## config.mk

```make
export PLATFORM = sky130hd
export DESIGN_NAME = nsv_minima
export DESIGN_NICKNAME = d
export VERILOG_FILES = /design/src/rtl/core/assert_macros.svh /design/src/rtl/core/nsv_pkg.sv /design/src/rtl/core/nsv_ram.sv /design/src/rtl/core/nsv_minima.sv
export SDC_FILE = /design/constraint.sdc
export NUM_CORES = 2
export LEC_CHECK = 0
export BUFFER_PORTS_ARGS = -buffer_cell sky130_fd_sc_hd__clkbuf_2
export CELL_PAD_IN_SITES_DETAIL_PLACEMENT = 2
export CELL_PAD_IN_SITES_GLOBAL_PLACEMENT = 2
export CORE_UTILIZATION = 50
export CTS_BUF_LIST = sky130_fd_sc_hd__clkbuf_4
export CTS_CLUSTER_SIZE = 14
export DETAILED_ROUTE_END_ITERATION = 10
export GPL_TIMING_DRIVEN = 0
export HOLD_SLACK_MARGIN = 0.12
export PLACE_DENSITY_LB_ADDON = 0.08
export SYNTH_ARGS = -nofsm -noshare
export SYNTH_HDL_FRONTEND = slang
export SYNTH_SLANG_ARGS = --single-unit
```

## constraint.sdc

```tcl
create_clock -name clk -period 5.9 [get_ports clk]
set_input_delay 0.59 -clock clk [delete_from_list [all_inputs] [get_ports clk]]
set_output_delay 0.59 -clock clk [all_outputs]
set_load 0.01 [all_outputs]
```

## src/rtl/core/assert_macros.svh

```systemverilog
// ---------------------------------------------------------------------------
// Assertion macros
// Shared concurrent assertion forms, clocked and disabled in reset.
// ---------------------------------------------------------------------------
`ifndef ASSERT_MACROS_SVH
`define ASSERT_MACROS_SVH

// same-cycle implication
`define NSV_ASSERT_IMP(label, clk, rst_n, ante, cons, msg) \
    label: assert property (@(posedge clk) disable iff (!rst_n) (ante) |-> (cons)) \
        else $error(msg);

// next-cycle implication
`define NSV_ASSERT_NXT(label, clk, rst_n, ante, cons, msg) \
    label: assert property (@(posedge clk) disable iff (!rst_n) (ante) |=> (cons)) \
        else $error(msg);

`endif

```

## src/rtl/core/nsv_pkg.sv

```systemverilog
// ---------------------------------------------------------------------------
// nsv_pkg
// Widths, defaults, request codes and shared types of the search block.
// ---------------------------------------------------------------------------
package nsv_pkg;

    localparam int VALUE_BITS = 16;
    localparam int POS_W      = 14;
    localparam int SIZE_W     = 15;
    localparam int THR_W      = 17;
    localparam int KIND_W     = 2;

    localparam int DEF_ENTRIES      = 16384;
    localparam int DEF_BLOCK_SIZE   = 64;
    localparam int DEF_GROUP_BLOCKS = 64;

    localparam logic [KIND_W-1:0] KIND_WRITE = 2'd0;
    localparam logic [KIND_W-1:0] KIND_FWD   = 2'd1;
    localparam logic [KIND_W-1:0] KIND_BWD   = 2'd2;

    // minima store controls issued by the sequencer
    typedef struct packed {
        logic blk_rd;
        logic blk_wr;
        logic grp_wr;
    } min_ctl_t;

    // position width: covers the size register, the array and one group span
    function automatic int pos_width(input int entries, input int span);
        int w;
        w = SIZE_W;
        if ($clog2(entries) > w)
            w = $clog2(entries);
        if ($clog2(span) > w)
            w = $clog2(span);
        return w + 1;
    endfunction

endpackage

```

## src/rtl/core/nsv_ram.sv

```systemverilog
// ---------------------------------------------------------------------------
// nsv_ram
// Single-port RAM, read-first, registered read data.
// ---------------------------------------------------------------------------
module nsv_ram #(
    parameter int WIDTH = 16,
    parameter int DEPTH = 64
) (
    input  logic                                   clk,
    input  logic                                   en,
    input  logic                                   we,
    input  logic [(DEPTH > 1 ? $clog2(DEPTH) : 1)-1:0] addr,
    input  logic [WIDTH-1:0]                       wdata,
    output logic [WIDTH-1:0]                       rdata
);

    logic [WIDTH-1:0] mem [DEPTH];
    logic [WIDTH-1:0] rdata_reg;

    always_ff @(posedge clk)
    begin
        if (en)
        begin
            if (we)
                mem[addr] <= wdata;
            rdata_reg <= mem[addr];
        end
    end

    assign rdata = rdata_reg;

endmodule

```

## src/rtl/core/nsv_minima.sv

```systemverilog
// ---------------------------------------------------------------------------
// nsv_minima
// Block minima (RAM plus valid bits) and group minima (flops).
// ---------------------------------------------------------------------------
module nsv_minima
    import nsv_pkg::*;
#(
    parameter int NUM_BLOCKS = DEF_ENTRIES / DEF_BLOCK_SIZE,
    parameter int NUM_GROUPS = 4
) (
    input  logic                                             clk,
    input  logic                                             rst_n,
    input  min_ctl_t                                         ctl,
    input  logic [(NUM_BLOCKS > 1 ? $clog2(NUM_BLOCKS) : 1)-1:0] blk_addr,
    input  logic [(NUM_GROUPS > 1 ? $clog2(NUM_GROUPS) : 1)-1:0] grp_idx,
    input  logic [VALUE_BITS-1:0]                            wr_val,
    output logic [VALUE_BITS-1:0]                            grp_min,
    output logic [VALUE_BITS-1:0]                            blk_min
);

    localparam logic [VALUE_BITS-1:0] ONES = {VALUE_BITS{1'b1}};

    logic [NUM_BLOCKS-1:0] blk_vld_reg;
    logic                  vld_q_reg;
    logic [VALUE_BITS-1:0] grp_min_reg [NUM_GROUPS];
    logic [VALUE_BITS-1:0] ram_q;
    logic [VALUE_BITS-1:0] blk_new;

    nsv_ram #(
        .WIDTH (VALUE_BITS),
        .DEPTH (NUM_BLOCKS)
    ) u_blk_ram (
        .clk   (clk),
        .en    (ctl.blk_rd | ctl.blk_wr),
        .we    (ctl.blk_wr),
        .addr  (blk_addr),
        .wdata (blk_new),
        .rdata (ram_q)
    );

    // a block never written reads as all ones
    assign blk_min = vld_q_reg ? ram_q : ONES;
    assign blk_new = (wr_val < blk_min) ? wr_val : blk_min;
    assign grp_min = (int'(grp_idx) < NUM_GROUPS) ? grp_min_reg[grp_idx] : ONES;

    always_ff @(posedge clk or negedge rst_n)
    begin
        if (!rst_n)
        begin
            blk_vld_reg <= '0;
            vld_q_reg   <= 1'b0;
            for (int i = 0; i < NUM_GROUPS; i++)
                grp_min_reg[i] <= ONES;
        end
        else
        begin
            if (ctl.blk_rd)
                vld_q_reg <= blk_vld_reg[blk_addr];
            if (ctl.blk_wr)
                blk_vld_reg[blk_addr] <= 1'b1;
            if (ctl.grp_wr && (wr_val < grp_min))
                grp_min_reg[grp_idx] <= wr_val;
        end
    end

endmodule

```

==> results of run 1 <==
## cell families after synthesis
logic type	count (synthesis)	share of synthesized area (%)
buffers and inverters	427	1.292
AND/OR/NAND/NOR	812	2.368
AO/OA/AOI/OAI	309	1.267
adder cells (fa/ha/maj)	30	0.2194
multiplexers	1486	17.94
flip-flops	4433	76.92
## what timing repair did
item / CTS
pin swaps: 3
hold endpoints to repair: 2610
setup endpoints to repair: 1142
gates resized for setup: 7
hold buffers: 50
setup buffers: 3
## per-stage QoR
step,util (%),std cells
after floorplan,-,7497
after global placement,52.06,12090
after detailed placement,54.84,12420
after CTS,59.37,14520
## cells in the mapped netlist, types with 9 or more instances
library cell / instances / area [um^2]
sky130_fd_sc_hd__buf_2: 125 / 625.6
sky130_fd_sc_hd__nand4_1: 20 / 125.1
sky130_fd_sc_hd__mux2_1: 10 / 112.6
sky130_fd_sc_hd__nor2b_1: 20 / 125.1
sky130_fd_sc_hd__nor2_1: 295 / 1107
sky130_fd_sc_hd__mux2i_1: 144 / 1441
sky130_fd_sc_hd__or2_2: 259 / 1620
sky130_fd_sc_hd__mux4_2: 1255 / 28260
sky130_fd_sc_hd__o21ai_0: 18 / 90.09
sky130_fd_sc_hd__nand2b_1: 12 / 75.07
sky130_fd_sc_hd__nor4_1: 11 / 68.82
sky130_fd_sc_hd__and3_1: 9 / 56.30
sky130_fd_sc_hd__nor3_1: 16 / 80.08
sky130_fd_sc_hd__nand3_1: 42 / 210.2
sky130_fd_sc_hd__a221oi_1: 14 / 122.6
sky130_fd_sc_hd__o32ai_1: 12 / 105.1
sky130_fd_sc_hd__mux2_2: 77 / 867.1
sky130_fd_sc_hd__buf_4: 50 / 375.4
sky130_fd_sc_hd__a22oi_1: 89 / 668.1
sky130_fd_sc_hd__inv_1: 35 / 131.4
sky130_fd_sc_hd__a21oi_1: 42 / 210.2
sky130_fd_sc_hd__o22ai_1: 60 / 375.4
sky130_fd_sc_hd__buf_6: 35 / 394.1
sky130_fd_sc_hd__a211oi_1: 9 / 67.56
sky130_fd_sc_hd__dfstp_2: 64 / 1682
sky130_fd_sc_hd__a22o_1: 17 / 148.9
sky130_fd_sc_hd__clkbuf_1: 131 / 491.7
sky130_fd_sc_hd__dfrtp_1: 257 / 6431
sky130_fd_sc_hd__edfxtp_1: 4112 / 123500
sky130_fd_sc_hd__nand2_1: 102 / 382.9
sky130_fd_sc_hd__ha_1: 30 / 375.4
sky130_fd_sc_hd__buf_1: 51 / 191.4
==> impl.org, run 1 <==
** Die
- After floorplanning, the core was divided into roughly 210 placement rows.
- The floorplan step set the die height to 586.9 um.
- Ports :: 63
- The die is ~600 um wide.
- Once the floorplan was initialized, standard cells occupied 50.31% of the core.

** Clocking
- Clock tree synthesis found a total of 4433 sinks.
- Clock tree synthesis selected as its root buffer the cell sky130_fd_sc_hd__clkbuf_4.
- In this run the number of H-tree levels came out at 7.
- Counting along the longest clock path gives a buffer depth of 5.
- Total clock buffers created by CTS :: roughly 1.2k

** Synthesis
- In the synthesized netlist the async set-or-reset flop fraction comes to slightly above 7%.
- During synthesis, Yosys emitted a total of 0 warnings.
- The number of nets handed over by synthesis was roughly 7.6k.
- Synthesis-stage register bit count :: between 4k and 5k
- Number of standard cells after synthesis :: about 7.5k
- Primary flip-flop cell chosen by synthesis mapping :: sky130_fd_sc_hd__edfxtp_1
- Counting flops with a built-in enable in the synthesized netlist gives just over 4k.
- Sequential cells were found to cover between 70% and 80% of the synthesized design area.
- Library cells used by synthesis :: 66
- The average instance in the mapped netlist occupies between 20 and 25 um^2.
- Cell Area, Synth :: 171100 um^2

** Global route
- Initial antenna violation count :: 230
- Maximum number of pins on one net before global-route repair :: 145

** Placed design
- The congestion estimate from routability-driven global placement came to about 1.1.
- Post-DP Area :: 186500 um^2
- Timing analysis after detailed placement gives a worst setup slack of -3.062 ns.
- Estimated wirelength of the detail-placed design :: roughly 630 mm
- Number of port buffers :: 58

** Status
- The flow halted during global routing.
- Run status :: stopped before the end
- Halt Reason :: [ERROR GRT-0228] Horizontal edge usage exceeds the maximum allowed. (43, 73) usage=65535 limit=3200

** Timing
- After the last repair the worst path ends at a register input.
- After global-route timing repair, the worst endpoint was u_blk_ram.rdata[10]$_DFFE_PN_/D.
==> run 2: changes to the inputs <==
==> config.mk (replaced) <==
export PLATFORM = sky130hd
export DESIGN_NAME = nsv_minima
export DESIGN_NICKNAME = d
export VERILOG_FILES = /design/src/rtl/core/assert_macros.svh /design/src/rtl/core/nsv_pkg.sv /design/src/rtl/core/nsv_ram.sv /design/src/rtl/core/nsv_minima.sv
export SDC_FILE = /design/constraint.sdc
export NUM_CORES = 2
export LEC_CHECK = 0
export BUFFER_PORTS_ARGS = -buffer_cell sky130_fd_sc_hd__clkbuf_2
export CORE_UTILIZATION = 35
export DETAILED_ROUTE_END_ITERATION = 10
export GPL_TIMING_DRIVEN = 0
export PLACE_DENSITY_LB_ADDON = 0.15
export SYNTH_ARGS = -nofsm -noshare
export SYNTH_HDL_FRONTEND = slang
export SYNTH_SLANG_ARGS = --single-unit
==> run 2 against run 1 <==
  * The flow now finishes, with violations (max-capacitance violations, max-slew violations, negative setup slack)
  * Area after synthesis did not move
  * Synthesized cell count stayed put
==> impl.org, run 2 <==
** Route
- Average routed wire per standard cell :: between 50 and 60 um
- After detailed routing, the number of remaining DRC violations is 0.
- Via-to-Cell Ratio :: between 6 and 7
- DRT iter0 DRCs :: ~21k
- The routed design has about 900 mm of wire.
- Number of antenna-violating nets in the routed design :: 0
- Routed via count :: between 100k and 150k
- First-pass iteration count of the detailed router :: 6

** Worst setup path
- Endpoint kind of the worst setup timing path :: flop
- For the worst flop-to-flop path, the logic depth is 13.
- The most critical setup path has its startpoint at blk_addr[1].
- The startpoint identified for the worst register-to-register timing path is vld_q_reg.
- In this run the critical register-to-register path is captured at u_blk_ram.mem[3][14].
- Startpoint type of the worst setup path :: input port
- Setup slack of the worst register-to-register path :: around 0.44 ns
- Data on the critical path arrives at its endpoint at roughly 7.3 ns.
- STA puts the critical path data required time at roughly 6.9 ns.
- Worst-path maximum fanout :: 12
- CP Class :: in -> reg

** Final layout
- Highest-count cells in the layout ignoring fill and taps :: 4112 x sky130_fd_sc_hd__edfxtp_1, 1255 x sky130_fd_sc_hd__mux4_2, 474 x sky130_fd_sc_hd__clkbuf_16, 259 x sky130_fd_sc_hd__or2_2, 257 x sky130_fd_sc_hd__dfrtp_1
- Final std cell area, no fill :: around 210000 um^2
- Commonest non-fill, non-tap cell in the layout :: sky130_fd_sc_hd__edfxtp_1
- Cells with a size suffix above 1 make up around two fifths of the layout.
- Post-layout nets :: ~8.4k
- The area growth from synthesis to layout is 20.01%.
- The register with the most flip-flops in the layout has approximately 4.1k of them.

** Synthesis
- The number of cells produced by synthesis came to 7497 (unchanged).
- The sequential-to-total area share from yosys stat came to 76.92% (unchanged).
- Average footprint of a synthesized cell :: 22.82 um^2 (unchanged)
- EDFF count, synth :: 4112 (unchanged)
- Primary flip-flop cell chosen by synthesis mapping :: sky130_fd_sc_hd__edfxtp_1 (unchanged)
- The most area-hungry cell type in the Yosys netlist was sky130_fd_sc_hd__edfxtp_1 (unchanged).
- Synth top area share :: 72.18% (unchanged)
- Library cells used by synthesis :: 66 (unchanged)
- The number of nets in the synthesized netlist is 7558 (unchanged).
- Cell types with the largest area share after synthesis: sky130_fd_sc_hd__edfxtp_1 72%, sky130_fd_sc_hd__mux4_2 17%, sky130_fd_sc_hd__dfrtp_1 3.8% (unchanged).
- The cell area after technology mapping was 171100 um^2 (unchanged).
- The synthesis warning total is 0 (unchanged).
- Most numerous cell types in the synthesized netlist: 4112 x sky130_fd_sc_hd__edfxtp_1, 1255 x sky130_fd_sc_hd__mux4_2, 295 x sky130_fd_sc_hd__nor2_1, 259 x sky130_fd_sc_hd__or2_2, 257 x sky130_fd_sc_hd__dfrtp_1 (unchanged).
- Synthesis-stage register bit count :: 4433 (unchanged)
- Share of flip-flops with an asynchronous set or reset :: 7.241% (unchanged)
- Library cell with the highest instance count after synthesis :: sky130_fd_sc_hd__edfxtp_1 (unchanged)

** Timing
- Headroom to the max-slew limit came out at -7.971%.
- Sum of negative setup slack :: -100.69 ns
- The worst path uses 107.3% of the clock period.
- Setup violations remaining at the end of the flow were counted as between 800 and 900.
- The count of pins over their slew limit is 66.
- The final count of hold timing violations came to 0.
- In the post-route analysis, the smallest setup slack over all paths is -0.4334 ns.
- Between clock sinks in the finished design, the worst skew comes to around 0.09 ns.
- Derived from the worst setup path, the maximum achievable clock frequency is around 160 MHz.
- For the finished layout, the period the worst path requires is 6.333 ns.
- Slew at the pin closest to its max-slew limit :: between 1.5 and 2 ns

** Pwr
- Clock share of power :: about two fifths
- Sequential share of power :: between 40 and 50%
- Power density normalized to cell area :: roughly 360 nW/um^2
- Switching share of power :: approximately a quarter
- Peak VDD IR :: approximately 0.28 mV
- Switching pwr :: just under 20000 uW
- Summed over all cells, the static leakage comes to ~0.066 uW.
- Cell internal pwr :: 55130 uW
- Combinational logic is responsible for 11.0% of the overall power.

** Job
- Max-capacitance violation count :: 11

** Placed design
- Estimated wirelength of the detail-placed design :: 627.6 mm (was 626.2 mm)
- Post-DP Area :: 189400 um^2 (was 186500 um^2)
- The count of buffers from port buffering was 58 (unchanged).
- The worst setup slack before clock tree synthesis is -2.637 ns (was -3.062 ns).
- The routability congestion estimate from global placement was 1.043 (was 1.143).

** Status
- The checks that failed: max-capacitance violations, max-slew violations, negative setup slack.
- Run status: finished with violations (was stopped before the end).

** Clocking
- The count of H-tree levels built during CTS came to 5 (was 7).
- Clock tree buffer depth :: 4 (was 5)
- Clock-pin slew was measured on the worst setup and hold paths at around 0.060 ns.
- CTS tree :: built
- The CTS buffer count came to 473 (was 1220).
- The later pin in the worst-skew pair is clocked with a latency of about 1.1 ns.
- The total clock sinks came to 4433 (unchanged).
- The buffer type at the clock tree root was sky130_fd_sc_hd__clkbuf_16 (was sky130_fd_sc_hd__clkbuf_4).

** Die
- Die outline area :: 491600 um^2
- Ports :: 63 (unchanged)
- Site row count :: 256 (was 214)
- Die extent in y :: 701.1 um (was 586.9 um)
- Die boundary width :: 701.1 um (was 586.9 um)
- Core outline area :: roughly 490000 um^2
- The initial cell density of the core was 35.16% (was 50.31%).

** Global route
- The via count of the first global-routing pass came to around 91k.
- Entering global routing, the biggest net connects around 150 pins.
- The initial antenna violation count is between 150 and 200.
- Total grt overflow :: 0
- GRT Util Overall :: about 36%
- Wire length of the first global-routing pass :: approximately 1100 mm

** Min path
- Classification of the worst-slack hold path :: in -> async
run 2: cell counts after synthesis:
No cell type changed its count.
run 2: per-stage QoR:
stage / instances / hold slack, ns / util (%) / power (uW)
3_5_place_dp: 14350 / 0.4480 / 38.93 / 45080
6_report: 15340 / 0.05918 / 42.20 / 74810
2_1_floorplan: 7497 / 0.2944 / - / 40380
4_1_cts: 15250 / 0.02478 / 42.14 / 74450
5_1_grt: 15260 / 0.1102 / 42.15 / 75810
3_3_place_gp: 14010 / 0.4451 / 36.88 / 44780
run 2: final cells by class:
type                       count  area, um^2
fill                       41720      281200
sequential                  4433      131600
multi-input combinational   2637       39450
clock buffer                 634       12950
timing repair buffer         418        8163
tap                         6450        8070
clock inverter               255        2426
buffer                       390        2312
antenna                       91       227.7
inverter                      35       131.4
run 2: kinds of logic (layout without fill, tap and decap cells):
logic type | after synthesis | count (layout) | share of synthesized area [%]
AOI/OAI and AO/OA | 309 | 309 | 1.267
adders and majority gates | 30 | 30 | 0.2194
buffers and inverters | 427 | 1732 | 1.292
DFF | 4433 | 4433 | 76.92
muxes | 1486 | 1486 | 17.94
other | 0 | 91 | 0
and+or+nand+nor | 812 | 812 | 2.368
run 2: per-layer routing:
metal	track usage (%)	share of wire (%)	vias to the layer above
met1	46.31	36	55800
li1	-	-	33660
met4	25.23	8.6	56
met2	51.60	42	8825
met3	12.12	13	1907
met5	0.02941	0.042	-
run 2: worst max-delay path by stage:
stage,cells after the start,end
6_report,11,blk_vld_reg[216]
3_3_place_gp,9,u_blk_ram.rdata[14]
4_1_cts,10,u_blk_ram.mem[161][1]
2_1_floorplan,11,u_blk_ram.mem[0][11]
3_5_place_dp,11,u_blk_ram.rdata[10]
5_1_grt,11,u_blk_ram.rdata[6]
run 2: critical path: stages:
cell	delay, ns
sky130_fd_sc_hd__clkbuf_1	0.71
sky130_fd_sc_hd__buf_2	0.50
sky130_fd_sc_hd__buf_4	0.58
sky130_fd_sc_hd__clkbuf_2	0.76
sky130_fd_sc_hd__buf_2	0.78
sky130_fd_sc_hd__nor2_1	0.18
sky130_fd_sc_hd__nand3_1	1.04
sky130_fd_sc_hd__buf_2	1.06
sky130_fd_sc_hd__nor2_2	0.39
sky130_fd_sc_hd__buf_16	0.28
sky130_fd_sc_hd__or2_2	0.28
run 2: power groups by stage:
stage / clock, uW / sequential (uW) / combinational [uW]
after detailed placement: 0 / 37200 / 7900
final: 30100 / 36500 / 8210
after global placement: 0 / 37600 / 7130
after global routing: 31100 / 36600 / 8110
after floorplan: 0 / 37300 / 3120
after CTS: 30000 / 36500 / 7920
run 2: repair_timing:
action	4_1_cts	5_1_grt
cloned	0	0
setup buffers	0	1
hold buffers	18	0
endpoints found under the hold margin	117	0
endpoints found under the setup margin	1492	288
resized for setup	30	7
pin swaps	0	1
Note: power is estimated with default switching activity, not from simulation.
