<file path="config.mk">
export PLATFORM = sky130hd
export DESIGN_NAME = nsv_walk
export DESIGN_NICKNAME = d
export VERILOG_FILES = /design/src/rtl/core/assert_macros.svh /design/src/rtl/core/nsv_pkg.sv /design/src/rtl/core/nsv_walk.sv
export SDC_FILE = /design/constraint.sdc
export NUM_CORES = 1
export LEC_CHECK = 0
export ABC_AREA = 1
export BUFFER_PORTS_ARGS = -buffer_cell sky130_fd_sc_hd__clkbuf_2
export CAP_MARGIN = 20
export CELL_PAD_IN_SITES_DETAIL_PLACEMENT = 0
export CELL_PAD_IN_SITES_GLOBAL_PLACEMENT = 2
export CORE_UTILIZATION = 34
export DETAILED_ROUTE_END_ITERATION = 8
export PLACE_DENSITY_LB_ADDON = 0.1
export REMOVE_ABC_BUFFERS = 1
export SLEW_MARGIN = 30
export SYNTH_ARGS = -nofsm -noshare
export SYNTH_HDL_FRONTEND = slang
export SYNTH_SLANG_ARGS = --single-unit
</file>
<file path="constraint.sdc">
create_clock -name clk -period 7.8 [get_ports clk]
set_input_delay 1.17 -clock clk [delete_from_list [all_inputs] [get_ports clk]]
set_output_delay 1.17 -clock clk [all_outputs]
set_load 0.01 [all_outputs]
</file>
<file path="src/rtl/core/assert_macros.svh">
// ---------------------------------------------------------------------------
// Assertion macros
// Shared concurrent assertion forms, clocked and disabled in reset.
// ---------------------------------------------------------------------------
`ifndef ASSERT_MACROS_SVH
`define ASSERT_MACROS_SVH

// same-cycle implication
`define NSV_ASSERT_IMP(label, clk, rst_n, ante, cons, msg) \
    label: assert property (@(posedge clk) disable iff (!rst_n) (ante) |-> (cons)) \
        else $error(msg);

// next-cycle implication
`define NSV_ASSERT_NXT(label, clk, rst_n, ante, cons, msg) \
    label: assert property (@(posedge clk) disable iff (!rst_n) (ante) |=> (cons)) \
        else $error(msg);

`endif

</file>
<file path="src/rtl/core/nsv_pkg.sv">
// ---------------------------------------------------------------------------
// nsv_pkg
// Widths, defaults, request codes and shared types of the search block.
// ---------------------------------------------------------------------------
package nsv_pkg;

    localparam int VALUE_BITS = 16;
    localparam int POS_W      = 14;
    localparam int SIZE_W     = 15;
    localparam int THR_W      = 17;
    localparam int KIND_W     = 2;

    localparam int DEF_ENTRIES      = 16384;
    localparam int DEF_BLOCK_SIZE   = 64;
    localparam int DEF_GROUP_BLOCKS = 64;

    localparam logic [KIND_W-1:0] KIND_WRITE = 2'd0;
    localparam logic [KIND_W-1:0] KIND_FWD   = 2'd1;
    localparam logic [KIND_W-1:0] KIND_BWD   = 2'd2;

    // minima store controls issued by the sequencer
    typedef struct packed {
        logic blk_rd;
        logic blk_wr;
        logic grp_wr;
    } min_ctl_t;

    // position width: covers the size register, the array and one group span
    function automatic int pos_width(input int entries, input int span);
        int w;
        w = SIZE_W;
        if ($clog2(entries) > w)
            w = $clog2(entries);
        if ($clog2(span) > w)
            w = $clog2(span);
        return w + 1;
    endfunction

endpackage

</file>
<file path="src/rtl/core/nsv_walk.sv">
// ---------------------------------------------------------------------------
// nsv_walk
// Sequencer: splits the start position, then steps one position, block or
// group at a time through a shared step unit, testing minima and values.
// ---------------------------------------------------------------------------
module nsv_walk
    import nsv_pkg::*;
#(
    parameter int ENTRIES      = DEF_ENTRIES,
    parameter int BLOCK_SIZE   = DEF_BLOCK_SIZE,
    parameter int GROUP_BLOCKS = DEF_GROUP_BLOCKS,
    localparam int NUM_BLOCKS  = (ENTRIES + BLOCK_SIZE - 1) / BLOCK_SIZE,
    localparam int NUM_GROUPS  = (NUM_BLOCKS + GROUP_BLOCKS - 1) / GROUP_BLOCKS,
    localparam int SPAN        = BLOCK_SIZE * GROUP_BLOCKS,
    localparam int CW          = pos_width(ENTRIES, SPAN),
    localparam int AW          = $clog2(ENTRIES),
    localparam int BW          = NUM_BLOCKS > 1 ? $clog2(NUM_BLOCKS) : 1,
    localparam int GW          = NUM_GROUPS > 1 ? $clog2(NUM_GROUPS) : 1
) (
    input  logic                  clk,
    input  logic                  rst_n,
    input  logic                  start,
    input  logic [KIND_W-1:0]     kind,
    input  logic [POS_W-1:0]      entry_pos,
    input  logic [VALUE_BITS-1:0] write_value,
    input  logic [THR_W-1:0]      threshold,
    input  logic [CW-1:0]         size,
    output logic                  idle,
    output logic                  res_valid,
    input  logic                  res_ready,
    output logic [SIZE_W-1:0]     res_pos,
    output logic                  res_found,
    output min_ctl_t              ctl,
    output logic [BW-1:0]         blk_addr,
    output logic [GW-1:0]         grp_idx,
    output logic [VALUE_BITS-1:0] wr_val,
    input  logic [VALUE_BITS-1:0] grp_min,
    input  logic [VALUE_BITS-1:0] blk_min,
    output logic                  val_en,
    output logic                  val_we,
    output logic [AW-1:0]         val_addr,
    output logic [VALUE_BITS-1:0] val_wdata,
    input  logic [VALUE_BITS-1:0] val_q
);

    localparam int OW  = $clog2(BLOCK_SIZE);
    localparam int GOW = $clog2(GROUP_BLOCKS);

    localparam logic [CW-1:0]  SPAN_C      = CW'(SPAN);
    localparam logic [CW-1:0]  BS_C        = CW'(BLOCK_SIZE);
    localparam logic [CW-1:0]  ENT_C       = CW'(ENTRIES);
    localparam logic [CW-1:0]  LAST_BLK_C  = CW'(SPAN - BLOCK_SIZE);
    localparam logic [OW-1:0]  OFF_LAST    = OW'(BLOCK_SIZE - 1);
    localparam logic [GOW-1:0] GBO_LAST    = GOW'(GROUP_BLOCKS - 1);
    localparam logic [BW-1:0]  BLK_SKIP    = BW'(GROUP_BLOCKS - 1);
    localparam logic [BW-1:0]  GRP_BLKS    = BW'(GROUP_BLOCKS);

    typedef enum logic [3:0] {
        S_IDLE,
        S_DEC_G,
        S_DEC_B,
        S_WR_UPD,
        S_FWD_ADV,
        S_FWD_BLK,
        S_FWD_VAL,
        S_BWD_ADV,
        S_BWD_BLK,
        S_BWD_VAL,
        S_RESP
    } state_t;

    state_t                state_reg, state_next;
    logic [KIND_W-1:0]     kind_reg, kind_next;
    logic [THR_W-1:0]      thr_reg, thr_next;
    logic [VALUE_BITS-1:0] val_reg, val_next;
    logic [CW-1:0]         pos_reg, pos_next;
    logic [CW-1:0]         rem_reg, rem_next;
    logic [OW-1:0]         off_reg, off_next;
    logic [GOW-1:0]        gbo_reg, gbo_next;
    logic [BW-1:0]         blk_reg, blk_next;
    logic [GW-1:0]         grp_reg, grp_next;
    logic [CW-1:0]         bb_reg, bb_next;
    logic [CW-1:0]         gb_reg, gb_next;
    logic [SIZE_W-1:0]     res_pos_reg, res_pos_next;
    logic                  res_found_reg, res_found_next;

    // shared step unit outputs
    logic                  step_bwd;
    logic [CW-1:0]         s_pos;
    logic                  s_wo;
    logic                  s_wg;
    logic [OW-1:0]         s_off;
    logic [GOW-1:0]        s_gbo;
    logic [BW-1:0]         s_blk;
    logic [CW-1:0]         s_bb;
    logic [GW-1:0]         s_grp;
    logic [CW-1:0]         s_gb;

    logic [CW-1:0]         first_pos;
    logic                  grp_skip;
    logic [CW-1:0]         tgt_grp;
    logic [CW-1:0]         tgt_blk;

    function automatic logic below(input logic [VALUE_BITS-1:0] v,
                                   input logic [THR_W-1:0] t);
        return THR_W'(v) < t;
    endfunction

    assign first_pos = CW'(entry_pos);

    // one position step, forward or backward, with block and group carries
    always_comb
    begin
        step_bwd = (state_reg == S_BWD_ADV);
        if (step_bwd)
        begin
            s_pos = pos_reg - 1'b1;
            s_wo  = (off_reg == '0);
            s_wg  = s_wo && (gbo_reg == '0);
            s_off = s_wo ? OFF_LAST : off_reg - 1'b1;
            s_gbo = s_wg ? GBO_LAST : (s_wo ? gbo_reg - 1'b1 : gbo_reg);
            s_blk = s_wo ? blk_reg - 1'b1 : blk_reg;
            s_bb  = s_wo ? bb_reg - BS_C : bb_reg;
            s_grp = s_wg ? grp_reg - 1'b1 : grp_reg;
            s_gb  = s_wg ? gb_reg - SPAN_C : gb_reg;
        end
        else
        begin
            s_pos = pos_reg + 1'b1;
            s_wo  = (off_reg == OFF_LAST);
            s_wg  = s_wo && (gbo_reg == GBO_LAST);
            s_off = s_wo ? '0 : off_reg + 1'b1;
            s_gbo = s_wg ? '0 : (s_wo ? gbo_reg + 1'b1 : gbo_reg);
            s_blk = s_wo ? blk_reg + 1'b1 : blk_reg;
            s_bb  = s_wo ? bb_reg + BS_C : bb_reg;
            s_grp = s_wg ? grp_reg + 1'b1 : grp_reg;
            s_gb  = s_wg ? gb_reg + SPAN_C : gb_reg;
        end
    end

    assign grp_skip = s_wg && !below(grp_min, thr_reg);
    assign tgt_grp  = s_gb + SPAN_C - 1'b1;
    assign tgt_blk  = bb_reg + BS_C - 1'b1;

    always_comb
    begin
        state_next     = state_reg;
        kind_next      = kind_reg;
        thr_next       = thr_reg;
        val_next       = val_reg;
        pos_next       = pos_reg;
        rem_next       = rem_reg;
        off_next       = off_reg;
        gbo_next       = gbo_reg;
        blk_next       = blk_reg;
        grp_next       = grp_reg;
        bb_next        = bb_reg;
        gb_next        = gb_reg;
        res_pos_next   = res_pos_reg;
        res_found_next = res_found_reg;
        ctl            = '0;
        blk_addr       = blk_reg;
        grp_idx        = grp_reg;
        val_en         = 1'b0;
        val_we         = 1'b0;
        val_addr       = pos_reg[AW-1:0];

        case (state_reg)
            S_IDLE:
            begin
                if (start)
                begin
                    kind_next      = kind;
                    thr_next       = threshold;
                    val_next       = write_value;
                    pos_next       = first_pos;
                    rem_next       = first_pos;
                    off_next       = '0;
                    gbo_next       = '0;
                    blk_next       = '0;
                    grp_next       = '0;
                    bb_next        = '0;
                    gb_next        = '0;
                    res_found_next = 1'b0;
                    case (kind)
                        KIND_WRITE:
                        begin
                            if (first_pos < ENT_C)
                                state_next = S_DEC_G;
                        end
                        KIND_FWD, KIND_BWD:
                        begin
                            if (first_pos >= size)
                            begin
                                res_pos_next = (kind == KIND_FWD) ? size[SIZE_W-1:0] : '0;
                                state_next   = S_RESP;
                            end
                            else
                                state_next = S_DEC_G;
                        end
                        default:
                            state_next = S_IDLE;
                    endcase
                end
            end

            // peel whole groups off the start position
            S_DEC_G:
            begin
                if (rem_reg >= SPAN_C)
                begin
                    rem_next = rem_reg - SPAN_C;
                    grp_next = grp_reg + 1'b1;
                    gb_next  = gb_reg + SPAN_C;
                    blk_next = blk_reg + GRP_BLKS;
                    bb_next  = bb_reg + SPAN_C;
                end
                else
                    state_next = S_DEC_B;
            end

            // then whole blocks; the remainder is the offset in the block
            S_DEC_B:
            begin
                if (rem_reg >= BS_C)
                begin
                    rem_next = rem_reg - BS_C;
                    blk_next = blk_reg + 1'b1;
                    gbo_next = gbo_reg + 1'b1;
                    bb_next  = bb_reg + BS_C;
                end
                else
                begin
                    off_next = rem_reg[OW-1:0];
                    val_en   = 1'b1;
                    if (kind_reg == KIND_WRITE)
                    begin
                        val_we     = 1'b1;
                        ctl.blk_rd = 1'b1;
                        state_next = S_WR_UPD;
                    end
                    else if (kind_reg == KIND_FWD)
                        state_next = S_FWD_VAL;
                    else
                        state_next = S_BWD_VAL;
                end
            end

            S_WR_UPD:
            begin
                ctl.blk_wr = 1'b1;
                ctl.grp_wr = 1'b1;
                state_next = S_IDLE;
            end

            S_FWD_ADV:
            begin
                grp_idx = s_grp;
                if (s_pos == size)
                begin
                    res_pos_next = size[SIZE_W-1:0];
                    state_next   = S_RESP;
                end
                else if (grp_skip)
                begin
                    if (tgt_grp >= size)
                    begin
                        res_pos_next = size[SIZE_W-1:0];
                        state_next   = S_RESP;
                    end
                    else
                    begin
                        pos_next = tgt_grp;
                        off_next = OFF_LAST;
                        gbo_next = GBO_LAST;
                        blk_next = s_blk + BLK_SKIP;
                        bb_next  = s_gb + LAST_BLK_C;
                        grp_next = s_grp;
                        gb_next  = s_gb;
                    end
                end
                else
                begin
                    pos_next = s_pos;
                    off_next = s_off;
                    gbo_next = s_gbo;
                    blk_next = s_blk;
                    bb_next  = s_bb;
                    grp_next = s_grp;
                    gb_next  = s_gb;
                    if (s_wo)
                    begin
                        ctl.blk_rd = 1'b1;
                        blk_addr   = s_blk;
                        state_next = S_FWD_BLK;
                    end
                    else
                    begin
                        val_en     = 1'b1;
                        val_addr   = s_pos[AW-1:0];
                        state_next = S_FWD_VAL;
                    end
                end
            end

            S_FWD_BLK:
            begin
                if (!below(blk_min, thr_reg))
                begin
                    if (tgt_blk >= size)
                    begin
                        res_pos_next = size[SIZE_W-1:0];
                        state_next   = S_RESP;
                    end
                    else
                    begin
                        pos_next   = tgt_blk;
                        off_next   = OFF_LAST;
                        state_next = S_FWD_ADV;
                    end
                end
                else
                begin
                    val_en     = 1'b1;
                    state_next = S_FWD_VAL;
                end
            end

            S_FWD_VAL:
            begin
                if (below(val_q, thr_reg))
                begin
                    res_pos_next   = pos_reg[SIZE_W-1:0];
                    res_found_next = 1'b1;
                    state_next     = S_RESP;
                end
                else
                    state_next = S_FWD_ADV;
            end

            S_BWD_ADV:
            begin
                grp_idx = s_grp;
                if (pos_reg == '0)
                begin
                    res_pos_next = '0;
                    state_next   = S_RESP;
                end
                else if (grp_skip)
                begin
                    pos_next = s_gb;
                    off_next = '0;
                    gbo_next = '0;
                    blk_next = s_blk - BLK_SKIP;
                    bb_next  = s_gb;
                    grp_next = s_grp;
                    gb_next  = s_gb;
                end
                else
                begin
                    pos_next = s_pos;
                    off_next = s_off;
                    gbo_next = s_gbo;
                    blk_next = s_blk;
                    bb_next  = s_bb;
                    grp_next = s_grp;
                    gb_next  = s_gb;
                    if (s_wo)
                    begin
                        ctl.blk_rd = 1'b1;
                        blk_addr   = s_blk;
                        state_next = S_BWD_BLK;
                    end
                    else
                    begin
                        val_en     = 1'b1;
                        val_addr   = s_pos[AW-1:0];
                        state_next = S_BWD_VAL;
                    end
                end
            end

            S_BWD_BLK:
            begin
                if (!below(blk_min, thr_reg))
                begin
                    pos_next   = bb_reg;
                    off_next   = '0;
                    state_next = S_BWD_ADV;
                end
                else
                begin
                    val_en     = 1'b1;
                    state_next = S_BWD_VAL;
                end
            end

            S_BWD_VAL:
            begin
                if (below(val_q, thr_reg))
                begin
                    res_pos_next   = pos_reg[SIZE_W-1:0];
                    res_found_next = 1'b1;
                    state_next     = S_RESP;
                end
                else
                    state_next = S_BWD_ADV;
            end

            S_RESP:
            begin
                if (res_ready)
                    state_next = S_IDLE;
            end

            default:
                state_next = S_IDLE;
        endcase
    end

    always_ff @(posedge clk or negedge rst_n)
    begin
        if (!rst_n)
        begin
            state_reg     <= S_IDLE;
            kind_reg      <= KIND_WRITE;
            thr_reg       <= '0;
            val_reg       <= '0;
            pos_reg       <= '0;
            rem_reg       <= '0;
            off_reg       <= '0;
            gbo_reg       <= '0;
            blk_reg       <= '0;
            grp_reg       <= '0;
            bb_reg        <= '0;
            gb_reg        <= '0;
            res_pos_reg   <= '0;
            res_found_reg <= 1'b0;
        end
        else
        begin
            state_reg     <= state_next;
            kind_reg      <= kind_next;
            thr_reg       <= thr_next;
            val_reg       <= val_next;
            pos_reg       <= pos_next;
            rem_reg       <= rem_next;
            off_reg       <= off_next;
            gbo_reg       <= gbo_next;
            blk_reg       <= blk_next;
            grp_reg       <= grp_next;
            bb_reg        <= bb_next;
            gb_reg        <= gb_next;
            res_pos_reg   <= res_pos_next;
            res_found_reg <= res_found_next;
        end
    end

    assign idle      = (state_reg == S_IDLE);
    assign res_valid = (state_reg == S_RESP);
    assign res_pos   = res_pos_reg;
    assign res_found = res_found_reg;
    assign wr_val    = val_reg;
    assign val_wdata = val_reg;

endmodule

</file>
==> flow_summary.toml <==
[run_status]
status = "finished, final reports clean"

[logic_synthesis]
yosysUniqueCellTypes = 59
yosys_warnings = 0
ys_ff_latch = 123
ys.flop_type = "dfrtp_1"
synth_cells = 1997
yosysSeqAreaShare = 0.240
synth_edf_count = 0
postSynthAreaPerCell_um2 = 6.43
syn-cell-area_um2 = 12800
async_reset_ff_frac = 1.00

[cells_and_area]
diodes = 0
regArea_um2 = 3080
nets = 2368
fillers = 4088
area_delta_synth_final_pct = 14.4
drive_above_1_share = 0.144
largest_register_ffs = 17
multiInputGateArea_um2 = 8360

[worst_setup_path]
crit_path_end_kind = "primary output"
worstPathArrival_ns = 4.80
path_max_fanout = 19
worstSetupStartpointType = "register"
worst-endpoint-required_ns = 6.63
setup.worst_path.class = "register to primary output"

[clock_tree]
cts_hold_buf = 0
cts.htree.levels = 4
clockBufferDepth = 2
cts_inserted_buffers = 17
post_cts_buffers = 0
root_buffer = "clkbuf_16"
cts_tree = "yes"
clock_latency_ns = 0.45
postCtsResizedCells = 0
clkSinkCount = 123
clk_pin_slew_ns = 0.06

[sta]
finalSetupViolations = 0
setup_tns_ns = 0
whs_ns = 0.470
rsz0062_at_grt = "false"
fin_crit_ns = 5.97
hold_viol = 0
maxSlewViolCount = 0
fmax_mhz = 167
tightestPinTransition_ns = 0.887
maxSlewHeadroom = 0.403
skew_ns = 0.0112
fin_crit_sh = 0.765

[placement]
portBuffers = 195
routabilityCongestion = 0.936
dpl.hpwl_mm = 39.4

[drt]
dr.first_iter.drc_count = 818
routed_via_density = 5.20
firstDrtPassIters = 6
drt_drc_violations_left = 0
drt-total-wl_mm = 50.7
wl_per_cell_um = 19.1
num_vias = 13813
ant_nets = 0

[global_route]
antenna_found_initial = 0
globalRouteOverflowTotal = 0
grtUsageTotal = 0.268
grt_pass1_wl_mm = 78.6
grt_pass1_vias = 13372
grt_start_max_net_pins = 66

[floorplan]
fp-row-count = 70
fp.dieW_um = 196
die_height_um = 196
core_area_um2 = 36900
ios = 196
initial_utilization = 0.348
die-area_um2 = 38500

[power]
power.density_nw_per_um2 = 376
ir_worst_vdd_v = 0.000209
cellLeakagePower_uw = 0.00772

[run]
maxCapViolations = 0

[min_path]
hold_class = "register to register"
## cell usage in the layout, fill, tap and decap left out, types with 5 or more instances in the layout
master	count
inv_2	8
clkbuf_2	194
a22oi_1	12
xor2_1	27
or2_2	5
nand3_1	142
o22ai_1	16
o21ai_0	152
nor2_2	9
nand4_1	54
dfrtp_1	123
o211ai_1	14
xnor2_1	9
o2111ai_1	10
o21ai_1	21
buf_4	10
nor3_1	25
clkbuf_16	17
o221ai_1	17
nand2_1	556
nand2_2	17
a211oi_1	5
a21oi_2	9
ha_1	111
a31oi_1	7
a21oi_1	97
nand3b_1	5
inv_1	249
nor2_1	163
nand3_2	8
## worst max-delay path, cell delays in order, from the launching register on
cell and delay, ns:
dfrtp_1 0.38, inv_1 0.12, nand2_2 0.15, nor2_8 0.38, inv_2 0.34, fa_1 0.50
inv_1 0.16, nand2_1 0.12, nand2_1 0.08, nand3_1 0.14, nand2_1 0.14, nand2_1 0.09
nand3_1 0.08, nand2_1 0.12, nor2_1 0.14, nand2_2 0.08, inv_2 0.05, nand3_2 0.08
o21bai_4 0.20, nand2_4 0.18, nand2_1 0.43, nand2_1 0.08, o21ai_0 0.10, clkbuf_2 0.17
## power by group
| group | switching (uW) | internal [uW] | leakage (uW) |
|---|---|---|---|
| Clock | 364 | 455 | 0.000273 |
| Combinational | 2480 | 1090 | 0.00586 |
| Sequential | 226 | 905 | 0.00158 |
| Total | 3070 | 2450 | 0.00772 |
## through the flow
stage	util	setup WS [ns]	total power (uW)	std cells	area, um^2
3_5_place_dp	0.382	2.39	4700	2624	14100
2_1_floorplan	-	3.23	3420	1915	12400
5_1_grt	0.398	1.39	6060	2656	14700
3_3_place_gp	0.382	2.53	4680	2624	14100
4_1_cts	0.398	1.90	5550	2656	14700
6_report	0.398	1.83	5520	2656	14700
## cells in the mapped netlist, types with 21 or more instances
cell | n | area share
a21oi_1 | 97 | 0.038
buf_4 | 25 | 0.015
clkbuf_1 | 31 | 0.0091
dfrtp_1 | 123 | 0.24
ha_1 | 111 | 0.11
inv_1 | 249 | 0.073
nand2_1 | 556 | 0.16
nand3_1 | 142 | 0.055
nand4_1 | 54 | 0.026
nor2_1 | 166 | 0.049
nor3_1 | 25 | 0.0098
o21ai_0 | 152 | 0.059
o21ai_1 | 21 | 0.0082
xor2_1 | 27 | 0.018
## cell type report
class,count,share of cell area
timing repair buffer,205,0.0720
inverter,259,0.0664
tap,504,0.0430
clock buffer,19,0.0302
multi-input combinational,1533,0.570
clock inverter,13,0.00912
sequential,123,0.210
## cells by family (layout without fill, tap and decap cells)
group / count (synthesis) / after routing / synth area share
and+or+nand+nor: 1003 / 1003 / 0.340
AOI/OAI and AO/OA: 380 / 380 / 0.173
buffers and inverters: 341 / 496 / 0.111
DFF: 123 / 123 / 0.240
adders and majority gates: 112 / 112 / 0.110
xor gates and xnor gates: 37 / 37 / 0.0258
muxes: 1 / 1 / 0.000877
## metal layers
| metal | GRT usage | vias up | wire length, um | part of all wire |
|---|---|---|---|---|
| met1 | 0.366 | 6454 | 24000 | 0.47 |
| li1 | - | 6907 | - | - |
| met3 | 0.0566 | 51 | 3200 | 0.063 |
| met2 | 0.424 | 401 | 22500 | 0.44 |
| met5 | 0 | - | 0 | 0 |
| met4 | 0.0741 | 0 | 1050 | 0.021 |
## final timing paths
kind                                   start            to  slack (ns)  cells after the start
worst max-delay path            state_reg[3]   blk_addr[1]        1.83                     23
max in group asynchronous              rst_n  val_wdata[5]        5.74                      2
worst min-delay path              res_pos[7]    res_pos[7]        0.47                      2
worst min register to register    res_pos[7]    res_pos[7]        0.47                      2
min in group asynchronous              rst_n   res_pos[11]        0.77                      1
worst max register to register     bb_reg[6]    pos_reg[8]        3.02                     20
(Power assumes the default switching activity.)
